### config.mk
export PLATFORM = sky130hd
export DESIGN_NAME = i2c_master_bit_engine
export DESIGN_NICKNAME = d
export VERILOG_FILES = /design/src/hdl/i2cm_pkg.sv /design/src/hdl/i2cm_core.sv /design/src/hdl/i2cm_out_buf.sv /design/src/hdl/i2c_master_bit_engine.sv
export SDC_FILE = /design/constraint.sdc
export NUM_CORES = 1
export LEC_CHECK = 0
export ABC_CLOCK_PERIOD_IN_PS = 4000
export BUFFER_PORTS_ARGS = -buffer_cell sky130_fd_sc_hd__buf_2
export CAP_MARGIN = 20
export CORE_UTILIZATION = 59
export DETAILED_ROUTE_END_ITERATION = 8
export HOLD_SLACK_MARGIN = 0.02
export PLACE_DENSITY = 0.8
export SETUP_SLACK_MARGIN = 0.02
export SKIP_LAST_GASP = 1
export SLEW_MARGIN = 5
export SYNTH_ARGS = -nofsm -noshare
export SYNTH_HDL_FRONTEND = slang
export SYNTH_SLANG_ARGS = --single-unit
### constraint.sdc
create_clock -name clock -period 4 [get_ports clock]
set_clock_uncertainty 0.1 [all_clocks]
set_input_delay 0.2 -clock clock [delete_from_list [all_inputs] [get_ports clock]]
set_output_delay 0.2 -clock clock [all_outputs]
set_load 0.005 [all_outputs]
### src/hdl/i2cm_pkg.sv
// Shared types and constants for the I2C master bit engine.
package i2cm_pkg;

   // Command codes carried on the request tuser field
   typedef enum logic [2:0] {
      CMD_TICK  = 3'd0,
      CMD_START = 3'd1,
      CMD_STOP  = 3'd2,
      CMD_SEND  = 3'd3,
      CMD_WAIT  = 3'd4,
      CMD_READ  = 3'd5,
      CMD_RSV6  = 3'd6,
      CMD_RSV7  = 3'd7
   } cmd_type;

   // Configuration register indexes
   localparam logic [7:0] CSR_TICKS_PER_US = 8'd0;
   localparam logic [7:0] CSR_ACK_TIMEOUT  = 8'd1;

   // Configuration reset values
   localparam logic [7:0] TICKS_PER_US_RESET = 8'd1;
   localparam logic [7:0] ACK_TIMEOUT_RESET  = 8'd250;

   // One result item of the sequencer
   typedef struct packed {
      logic       command_rejected;
      logic       ack_failed;
      logic [7:0] rx_byte;
      logic       done_res;
      logic       busy_res;
      logic       sda_out;
      logic       scl_out;
   } result_type;

endpackage

### src/hdl/i2cm_core.sv
// Line sequencer: command decode, delay timing, bit shifting and line levels.
module i2cm_core (
   input  logic                 clock,
   input  logic                 reset,
   input  logic                 step,
   input  logic [2:0]           command,
   input  logic [7:0]           tx_byte,
   input  logic                 master_ack,
   input  logic                 sda_in,
   input  logic                 csr_write,
   input  logic [7:0]           csr_index,
   input  logic [7:0]           csr_data,
   output i2cm_pkg::result_type result
);

   typedef enum logic [3:0] {
      PH_IDLE    = 4'd0,
      PH_ST_A    = 4'd1,
      PH_ST_B    = 4'd2,
      PH_SP_A    = 4'd3,
      PH_SP_B    = 4'd4,
      PH_TX_LOW  = 4'd5,
      PH_TX_HIGH = 4'd6,
      PH_TX_TAIL = 4'd7,
      PH_WA_A    = 4'd8,
      PH_WA_B    = 4'd9,
      PH_WA_POLL = 4'd10,
      PH_RX_LOW  = 4'd11,
      PH_RX_HIGH = 4'd12,
      PH_AK_LOW  = 4'd13,
      PH_AK_HIGH = 4'd14
   } phase_type;

   phase_type  phase_ff, phase_in;
   logic [9:0] delay_ff, delay_in;
   logic [3:0] bits_ff, bits_in;
   logic [7:0] shift_ff, shift_in;
   logic [7:0] timeout_ff, timeout_in;
   logic       scl_ff, scl_in;
   logic       sda_ff, sda_lvl_in;
   logic       ack_choice_ff, ack_choice_in;
   logic       fail_ff, fail_in;
   logic [7:0] last_rx_ff, last_rx_in;
   logic [7:0] tpu_ff;
   logic [7:0] limit_ff;

   logic [9:0] wait_1, wait_2, wait_4;
   logic [9:0] delay_dec;
   logic [3:0] bits_inc;
   logic       finish;
   logic       rejected;

   // Delay lengths in ticks for one, two and four units
   assign wait_1    = {2'b00, tpu_ff};
   assign wait_2    = {1'b0, tpu_ff, 1'b0};
   assign wait_4    = {tpu_ff, 2'b00};
   assign delay_dec = (delay_ff != 10'd0) ? delay_ff - 10'd1 : delay_ff;
   assign bits_inc  = bits_ff + 4'd1;

   // Next state for one tick
   always_comb begin
      phase_in      = phase_ff;
      delay_in      = delay_ff;
      bits_in       = bits_ff;
      shift_in      = shift_ff;
      timeout_in    = timeout_ff;
      scl_in        = scl_ff;
      sda_lvl_in    = sda_ff;
      ack_choice_in = ack_choice_ff;
      fail_in       = fail_ff;
      last_rx_in    = last_rx_ff;
      finish        = 1'b0;
      rejected      = 1'b0;
      if (phase_ff != PH_IDLE) begin
         rejected = (command >= i2cm_pkg::CMD_START) && (command <= i2cm_pkg::CMD_READ);
         delay_in = delay_dec;
         if (delay_dec == 10'd0) begin
            unique case (phase_ff)
               PH_ST_A: begin
                  sda_lvl_in = 1'b0;
                  phase_in   = PH_ST_B;
                  delay_in   = wait_4;
               end
               PH_ST_B: begin
                  scl_in = 1'b0;
                  finish = 1'b1;
               end
               PH_SP_A: begin
                  scl_in     = 1'b1;
                  sda_lvl_in = 1'b1;
                  phase_in   = PH_SP_B;
                  delay_in   = wait_4;
               end
               PH_TX_LOW: begin
                  scl_in   = 1'b1;
                  phase_in = PH_TX_HIGH;
                  delay_in = wait_2;
               end
               PH_TX_HIGH: begin
                  scl_in   = 1'b0;
                  phase_in = PH_TX_TAIL;
                  delay_in = wait_2;
               end
               PH_TX_TAIL: begin
                  bits_in = bits_inc;
                  if (bits_inc >= 4'd8) begin
                     finish = 1'b1;
                  end else begin
                     sda_lvl_in = shift_ff[7];
                     shift_in   = {shift_ff[6:0], 1'b0};
                     phase_in   = PH_TX_LOW;
                     delay_in   = wait_2;
                  end
               end
               PH_WA_A: begin
                  scl_in   = 1'b1;
                  phase_in = PH_WA_B;
                  delay_in = wait_1;
               end
               PH_WA_B: begin
                  phase_in = PH_WA_POLL;
                  delay_in = 10'd0;
               end
               PH_WA_POLL: begin
                  if (!sda_in) begin
                     scl_in  = 1'b0;
                     fail_in = 1'b0;
                     finish  = 1'b1;
                  end else if (timeout_ff == limit_ff) begin
                     // give up and release the bus with a stop
                     fail_in    = 1'b1;
                     sda_lvl_in = 1'b0;
                     phase_in   = PH_SP_A;
                     delay_in   = wait_4;
                  end else begin
                     timeout_in = timeout_ff + 8'd1;
                  end
               end
               PH_RX_LOW: begin
                  scl_in   = 1'b1;
                  phase_in = PH_RX_HIGH;
                  delay_in = wait_1;
               end
               PH_RX_HIGH: begin
                  shift_in = {shift_ff[6:0], sda_in};
                  bits_in  = bits_inc;
                  scl_in   = 1'b0;
                  if (bits_inc >= 4'd8) begin
                     last_rx_in = {shift_ff[6:0], sda_in};
                     sda_lvl_in = !ack_choice_ff;
                     phase_in   = PH_AK_LOW;
                  end else begin
                     phase_in = PH_RX_LOW;
                  end
                  delay_in = wait_2;
               end
               PH_AK_LOW: begin
                  scl_in   = 1'b1;
                  phase_in = PH_AK_HIGH;
                  delay_in = wait_2;
               end
               PH_AK_HIGH: begin
                  scl_in = 1'b0;
                  finish = 1'b1;
               end
               default: begin
                  finish = 1'b1;
               end
            endcase
            if (finish) begin
               phase_in = PH_IDLE;
               delay_in = 10'd0;
            end
         end
      end else begin
         // idle: decode a new command
         unique case (command)
            i2cm_pkg::CMD_START: begin
               sda_lvl_in = 1'b1;
               scl_in     = 1'b1;
               phase_in   = PH_ST_A;
               delay_in   = wait_4;
            end
            i2cm_pkg::CMD_STOP: begin
               sda_lvl_in = 1'b0;
               phase_in   = PH_SP_A;
               delay_in   = wait_4;
            end
            i2cm_pkg::CMD_SEND: begin
               scl_in     = 1'b0;
               bits_in    = 4'd0;
               sda_lvl_in = tx_byte[7];
               shift_in   = {tx_byte[6:0], 1'b0};
               phase_in   = PH_TX_LOW;
               delay_in   = wait_2;
            end
            i2cm_pkg::CMD_WAIT: begin
               sda_lvl_in = 1'b1;
               timeout_in = 8'd0;
               phase_in   = PH_WA_A;
               delay_in   = wait_1;
            end
            i2cm_pkg::CMD_READ: begin
               sda_lvl_in    = 1'b1;
               scl_in        = 1'b0;
               shift_in      = 8'd0;
               bits_in       = 4'd0;
               ack_choice_in = master_ack;
               phase_in      = PH_RX_LOW;
               delay_in      = wait_2;
            end
            default: begin
            end
         endcase
      end
   end

   // Result of this tick, taken by the output buffer on step
   always_comb begin
      result.scl_out          = scl_in;
      result.sda_out          = sda_lvl_in;
      result.busy_res         = (phase_in != PH_IDLE);
      result.done_res         = finish;
      result.rx_byte          = last_rx_in;
      result.ack_failed       = fail_in;
      result.command_rejected = rejected;
   end

   // Hold sequencer state and configuration registers
   always_ff @(posedge clock) begin
      if (reset) begin
         phase_ff      <= PH_IDLE;
         delay_ff      <= 10'd0;
         bits_ff       <= 4'd0;
         shift_ff      <= 8'd0;
         timeout_ff    <= 8'd0;
         scl_ff        <= 1'b1;
         sda_ff        <= 1'b1;
         ack_choice_ff <= 1'b0;
         fail_ff       <= 1'b0;
         last_rx_ff    <= 8'd0;
         tpu_ff        <= i2cm_pkg::TICKS_PER_US_RESET;
         limit_ff      <= i2cm_pkg::ACK_TIMEOUT_RESET;
      end else begin
         if (step) begin
            phase_ff      <= phase_in;
            delay_ff      <= delay_in;
            bits_ff       <= bits_in;
            shift_ff      <= shift_in;
            timeout_ff    <= timeout_in;
            scl_ff        <= scl_in;
            sda_ff        <= sda_lvl_in;
            ack_choice_ff <= ack_choice_in;
            fail_ff       <= fail_in;
            last_rx_ff    <= last_rx_in;
         end
         if (csr_write) begin
            if (csr_index == i2cm_pkg::CSR_TICKS_PER_US) begin
               tpu_ff <= csr_data;
            end else if (csr_index == i2cm_pkg::CSR_ACK_TIMEOUT) begin
               limit_ff <= csr_data;
            end
         end
      end
   end

endmodule

### src/hdl/i2cm_out_buf.sv
// Two-entry skid buffer between the sequencer and the response channel.
module i2cm_out_buf (
   input  logic                 clock,
   input  logic                 reset,
   input  logic                 in_valid,
   output logic                 in_ready,
   input  i2cm_pkg::result_type in_data,
   output logic                 out_valid,
   input  logic                 out_ready,
   output i2cm_pkg::result_type out_data
);

   logic                 main_valid_ff;
   logic                 skid_valid_ff;
   i2cm_pkg::result_type main_ff;
   i2cm_pkg::result_type skid_ff;
   logic                 main_load;

   assign in_ready  = !skid_valid_ff;
   assign out_valid = main_valid_ff;
   assign out_data  = main_ff;
   assign main_load = !main_valid_ff || out_ready;

   // Track occupancy of both entries
   always_ff @(posedge clock) begin
      if (reset) begin
         main_valid_ff <= 1'b0;
         skid_valid_ff <= 1'b0;
      end else if (main_load) begin
         main_valid_ff <= skid_valid_ff || in_valid;
         skid_valid_ff <= 1'b0;
      end else if (in_valid && in_ready) begin
         skid_valid_ff <= 1'b1;
      end
   end

   // Move payload: skid entry drains first
   always_ff @(posedge clock) begin
      if (main_load) begin
         main_ff <= skid_valid_ff ? skid_ff : in_data;
      end else if (in_valid && in_ready) begin
         skid_ff <= in_data;
      end
   end

endmodule

### src/hdl/i2c_master_bit_engine.sv
// I2C master bit engine top level: request/response streams and register port.
// The response for an accepted request is registered in the output buffer.
// Throughput: one request per cycle while the output buffer has room; the sequencer state updates in one pass.
// A two-entry output buffer takes one more request while a response is stalled.
// Reset is synchronous, active high: sequencer idle, both lines released high,
// ticks_per_us = 1, ack_timeout_limit = 250, buffer empty.
module i2c_master_bit_engine (
   input  logic        clock,
   input  logic        reset,
   input  logic        req_tvalid,
   output logic        req_tready,
   input  logic [15:0] req_tdata,   // tx_byte[7:0], master_ack, sda_in, zero fill
   input  logic [2:0]  req_tuser,   // command
   output logic        rsp_tvalid,
   input  logic        rsp_tready,
   output logic [15:0] rsp_tdata,   // scl_out, sda_out, busy_res, done_res, rx_byte[7:0],
                                    // ack_failed, command_rejected, zero fill
   input  logic        csr_valid,
   output logic        csr_ready,
   input  logic [7:0]  csr_index,
   input  logic [7:0]  csr_data
);

   i2cm_pkg::result_type core_result;
   i2cm_pkg::result_type rsp_result;
   logic                 req_accept;

   assign req_accept = req_tvalid && req_tready;
   assign csr_ready  = 1'b1;

   // Sequencer steps once per accepted request
   i2cm_core u_core (
      .clock      (clock),
      .reset      (reset),
      .step       (req_accept),
      .command    (req_tuser),
      .tx_byte    (req_tdata[7:0]),
      .master_ack (req_tdata[8]),
      .sda_in     (req_tdata[9]),
      .csr_write  (csr_valid && csr_ready),
      .csr_index  (csr_index),
      .csr_data   (csr_data),
      .result     (core_result)
   );

   // Buffer responses toward the master side
   i2cm_out_buf u_out_buf (
      .clock     (clock),
      .reset     (reset),
      .in_valid  (req_tvalid),
      .in_ready  (req_tready),
      .in_data   (core_result),
      .out_valid (rsp_tvalid),
      .out_ready (rsp_tready),
      .out_data  (rsp_result)
   );

   // Pack response fields, first field lowest
   assign rsp_tdata = {2'b00,
                       rsp_result.command_rejected,
                       rsp_result.ack_failed,
                       rsp_result.rx_byte,
                       rsp_result.done_res,
                       rsp_result.busy_res,
                       rsp_result.sda_out,
                       rsp_result.scl_out};

endmodule
==> flow_results.xml <==
<?xml version="1.0" encoding="UTF-8"?>
<metrics>
  <group name="critical_path">
    <metric name="regToRegEndpoint" unit="">u_out_buf.out_data[0]</metric>
    <metric name="slowest_stage" unit="">sky130_fd_sc_hd__or4b_1</metric>
    <metric name="timing.critical_path.mode_cell" unit="">sky130_fd_sc_hd__o21ai_0</metric>
    <metric name="critical-path-max-stage-delay" unit="ns">0.52</metric>
    <metric name="endpoint_kind_of_the_worst_setup_timing_path" unit="">flop</metric>
    <metric name="worstPathCellList" unit="">inv_1 &gt; ha_1 &gt; or4b_1 &gt; o21a_1 &gt; a311oi_1 &gt; nand4_2 &gt; buf_4 &gt; o31a_1 &gt; o21ai_0 &gt; o21ai_0</metric>
    <metric name="crit-reg2reg-launch" unit="">u_core.delay_ff[0]</metric>
    <metric name="crit_required" unit="ns">4.01</metric>
    <metric name="worst-path-max-fanout" unit="">25</metric>
    <metric name="arrival" unit="ns">3.69</metric>
    <metric name="worst-setup-path-type" unit="">flop to flop</metric>
    <metric name="reg2regPathDepth" unit="">10</metric>
    <metric name="rrSetupSlack" unit="ns">0.33</metric>
    <metric name="critical_path_startpoint_category" unit="">flop</metric>
  </group>
  <group name="routing">
    <metric name="detail_route.first_pass.iterations" unit="">8</metric>
    <metric name="route.detailed.drc" unit="">0</metric>
    <metric name="route.detailed.vias_per_inst" unit="">6.51</metric>
    <metric name="routed-via-count" unit="">5090</metric>
    <metric name="post_drt_wl_per_cell" unit="µm">17.8</metric>
    <metric name="ant_nets" unit="">0</metric>
    <metric name="detail_route.wirelength" unit="µm">13900</metric>
    <metric name="first_iter_violations" unit="">578</metric>
  </group>
  <group name="sta">
    <metric name="slew_viol_final" unit="">0</metric>
    <metric name="max_fclk" unit="MHz">272</metric>
    <metric name="finalSetupViolCount" unit="">0</metric>
    <metric name="hold_violation_total_from_the_final_report" unit="">0</metric>
    <metric name="tightestPinTransition" unit="ns">0.867</metric>
    <metric name="grt_setup_unrepaired" unit="">no</metric>
    <metric name="fin_tns_setup" unit="ns">0</metric>
    <metric name="finalCriticalPeriod" unit="ns">3.67</metric>
    <metric name="finalCritPeriodShare" unit="%">91.8</metric>
    <metric name="max-slew-margin-rel" unit="%">42.0</metric>
  </group>
  <group name="finish">
    <metric name="final_area" unit="µm²">6000</metric>
    <metric name="sequential_cell_area" unit="µm²">2120</metric>
    <metric name="fillers" unit="">708</metric>
    <metric name="final_core_util" unit="%">67.9</metric>
    <metric name="diodes" unit="">0</metric>
    <metric name="final_layout_size_suffix_gt1_share" unit="%">16.5</metric>
    <metric name="number_of_nets_at_the_end_of_the_flow" unit="">712</metric>
    <metric name="synthToLayoutAreaGrowth" unit="%">9.52</metric>
    <metric name="final_cells" unit="">782</metric>
    <metric name="multiInputGateArea" unit="µm²">3060</metric>
  </group>
  <group name="place">
    <metric name="placed_cells_incl_taps" unit="">758</metric>
    <metric name="placement.cell_area" unit="µm²">5750</metric>
    <metric name="place_congestion" unit="">0.979</metric>
    <metric name="detailedPlacementHpwl" unit="µm">9760</metric>
    <metric name="numPortBuffers" unit="">49</metric>
  </group>
  <group name="floorplanning">
    <metric name="floorplan.die.width" unit="µm">98.4</metric>
    <metric name="fp.dieH" unit="µm">98.4</metric>
    <metric name="initial_core_util" unit="%">62.0</metric>
    <metric name="ios" unit="">59</metric>
    <metric name="fp-row-count" unit="">34</metric>
    <metric name="placeableCoreArea" unit="µm²">8850</metric>
    <metric name="total_die_area" unit="µm²">9680</metric>
  </group>
  <group name="grt">
    <metric name="grt_overflow_total" unit="">0</metric>
    <metric name="via_count_of_the_first_global_routing_pass" unit="">4839</metric>
    <metric name="globalRouteTotalUtil" unit="%">30.3</metric>
    <metric name="grt_antenna_before_repair" unit="">0</metric>
    <metric name="maximum_number_of_pins_on_one_net_before_global_route_repair" unit="">47</metric>
    <metric name="first_pass_grt_wire_length" unit="µm">23600</metric>
  </group>
  <group name="run">
    <metric name="maxCapViolations" unit="">0</metric>
  </group>
  <group name="hold_path">
    <metric name="hold_path_startpoint" unit="">csr_data[7]</metric>
    <metric name="min_to" unit="">u_core.tpu_ff[7]</metric>
    <metric name="worst_hold_path.num_cells" unit="">3</metric>
    <metric name="hold_path.class" unit="">input port to flop</metric>
  </group>
  <group name="power_and_ir_drop">
    <metric name="finalPower" unit="µW">2270</metric>
    <metric name="vdd_ir_drop_max" unit="µV">258</metric>
    <metric name="powerDensity" unit="nW/µm²">379</metric>
    <metric name="power_leakage" unit="µW">0.00222</metric>
  </group>
  <group name="yosys">
    <metric name="synthCells" unit="">639</metric>
    <metric name="yosys-top-cells-area" unit="">sky130_fd_sc_hd__dfxtp_1 (23%), sky130_fd_sc_hd__edfxtp_1 (15%), sky130_fd_sc_hd__nor2_1 (5.2%), sky130_fd_sc_hd__mux2i_1 (4.6%), sky130_fd_sc_hd__mux2_2 (3.9%)</metric>
    <metric name="yosys_warnings" unit="">0</metric>
    <metric name="netlist.area_leader.share" unit="%">23.4</metric>
    <metric name="edff_count_synth" unit="">28</metric>
    <metric name="ys_ff_latch" unit="">92</metric>
    <metric name="async_flop_share" unit="%">0</metric>
    <metric name="synthDistinctLibCells" unit="">71</metric>
    <metric name="post_synthesis_instance_area" unit="µm²">5480</metric>
    <metric name="synth_flop_cell" unit="">sky130_fd_sc_hd__dfxtp_1</metric>
    <metric name="syn_avg_cell_area" unit="µm²">8.58</metric>
    <metric name="synth_top_cell_by_area" unit="">sky130_fd_sc_hd__dfxtp_1</metric>
    <metric name="synth_seq_area_share" unit="%">38.7</metric>
  </group>
  <group name="cts">
    <metric name="cts_htree_levels" unit="">3</metric>
    <metric name="clock-root-buffer" unit="">sky130_fd_sc_hd__clkbuf_8</metric>
    <metric name="tritoncts" unit="">built</metric>
    <metric name="cts-resized-gates" unit="">0</metric>
    <metric name="cts_max_path_buffers" unit="">2</metric>
    <metric name="clkSinkCount" unit="">92</metric>
    <metric name="tritoncts.num_buffers" unit="">9</metric>
    <metric name="clk_pin_slew" unit="ns">0.10</metric>
    <metric name="post-cts-setup-buffers" unit="">0</metric>
    <metric name="clkLatencyLatePin" unit="ns">0.37</metric>
  </group>
  <group name="run_status">
    <metric name="status" unit="">finished clean</metric>
  </group>
</metrics>
==> registers in the layout, indices dropped and copies added, names as in the netlist, 4 cells and up <==
signal,flops
u_core.tpu_ff,8
u_out_buf.skid_ff,14
u_core.shift_ff,8
u_core.timeout_ff,8
u_core.limit_ff,8
u_core.delay_ff,10
u_out_buf.out_data,14
u_core.phase_ff,4
u_core.bits_ff,4
u_core.last_rx_ff,8
==> logic make-up after synthesis <==
group,synth area share [%]
flops,38.7
xor+xnor,1.92
simple gates,21.2
mux,8.47
other cells,0.137
compound gates,23.1
buf+inv,5.75
fa+ha+maj,0.685
==> cells in the mapped netlist, drive strengths merged, types with 10 or more instances <==
| master | number |
|---|---|
| xnor2 | 11 |
| nand2 | 48 |
| a31oi | 13 |
| edfxtp | 28 |
| a21oi | 36 |
| nor3 | 19 |
| inv | 21 |
| nand2b | 13 |
| nand3 | 20 |
| nand4 | 10 |
| clkbuf | 41 |
| mux2 | 19 |
| mux2i | 25 |
| a22oi | 14 |
| buf | 13 |
| a211oi | 15 |
| o21ai | 22 |
| nor2 | 77 |
| dfxtp | 64 |
==> worst max path at each step <==
| stage | from | slack [ns] | cells after the start | end |
|---|---|---|---|---|
| after detailed placement | u_core.delay_ff[0] | 0.39 | 10 | u_out_buf.out_data[0] |
| after global placement | u_core.delay_ff[0] | 0.46 | 10 | u_out_buf.out_data[0] |
| final | u_core.delay_ff[0] | 0.33 | 10 | u_out_buf.out_data[0] |
| after global routing | u_core.delay_ff[0] | 0.13 | 10 | u_out_buf.out_data[0] |
| after floorplan | u_core.delay_ff[0] | 0.83 | 11 | u_out_buf.out_data[10] |
| after CTS | u_core.delay_ff[0] | 0.38 | 10 | u_out_buf.out_data[0] |
==> cell usage in the layout, fill, tap and decap left out, drive strengths merged, types with 6 or more instances in the layout <==
cell / instances
nor2: 77
dfxtp: 64
buf: 64
nand2: 48
a21oi: 36
edfxtp: 28
mux2i: 25
o21ai: 22
inv: 22
nand3: 20
mux2: 19
nor3: 19
a211oi: 15
a22oi: 14
a31oi: 13
nand2b: 13
xnor2: 11
nand4: 10
a211o: 9
clkbuf: 9
nor4: 9
nor2b: 8
dlygate4sd3: 8
a22o: 7
or3: 7
a311oi: 6
o31ai: 6
==> worst max-delay path: cells and delay by family (launching register included) <==
kind | cells | cell delay, ns
compound gates | 5 | 1.33
flops | 1 | 0.42
fa+ha+maj | 1 | 0.30
simple gates | 2 | 0.81
buf+inv | 2 | 0.45
==> report_power, final <==
group / internal (µW) / switching [µW]
sequential: 1010 / 67.0
combinational: 238 / 380
clock: 228 / 349
total: 1480 / 797
==> what timing repair did <==
action,CTS,global route
endpoints found under the setup margin,0,0
hold buffers,8,0
endpoints found under the hold margin,10,0
==> layer usage <==
metal	wire [µm]	track usage, %	share of wire (%)
met2	6400	47.1	46
met1	6280	41.6	45
met4	395	13.1	2.8
met3	864	5.08	6.2
met5	0	0	0
==> stage by stage <==
stage               setup slack, ns  hold slack, ns
finish                        0.326          0.0182
global route                  0.127          0.0502
CTS                           0.383          0.0240
detailed placement            0.391           0.325
global placement              0.465           0.319
floorplan                     0.826           0.218
==> layout make-up <==
cell class | instances | share of cell area, %
Timing Repair Buffer | 72 | 7.29
Clock buffer | 9 | 2.06
Inverter | 21 | 1.31
Multi-Input combinational cell | 473 | 50.9
Clock inverter | 7 | 0.854
Sequential cell | 92 | 35.3
Tap cell | 108 | 2.25
No activity file was read; power rests on OpenSTA's default activity.
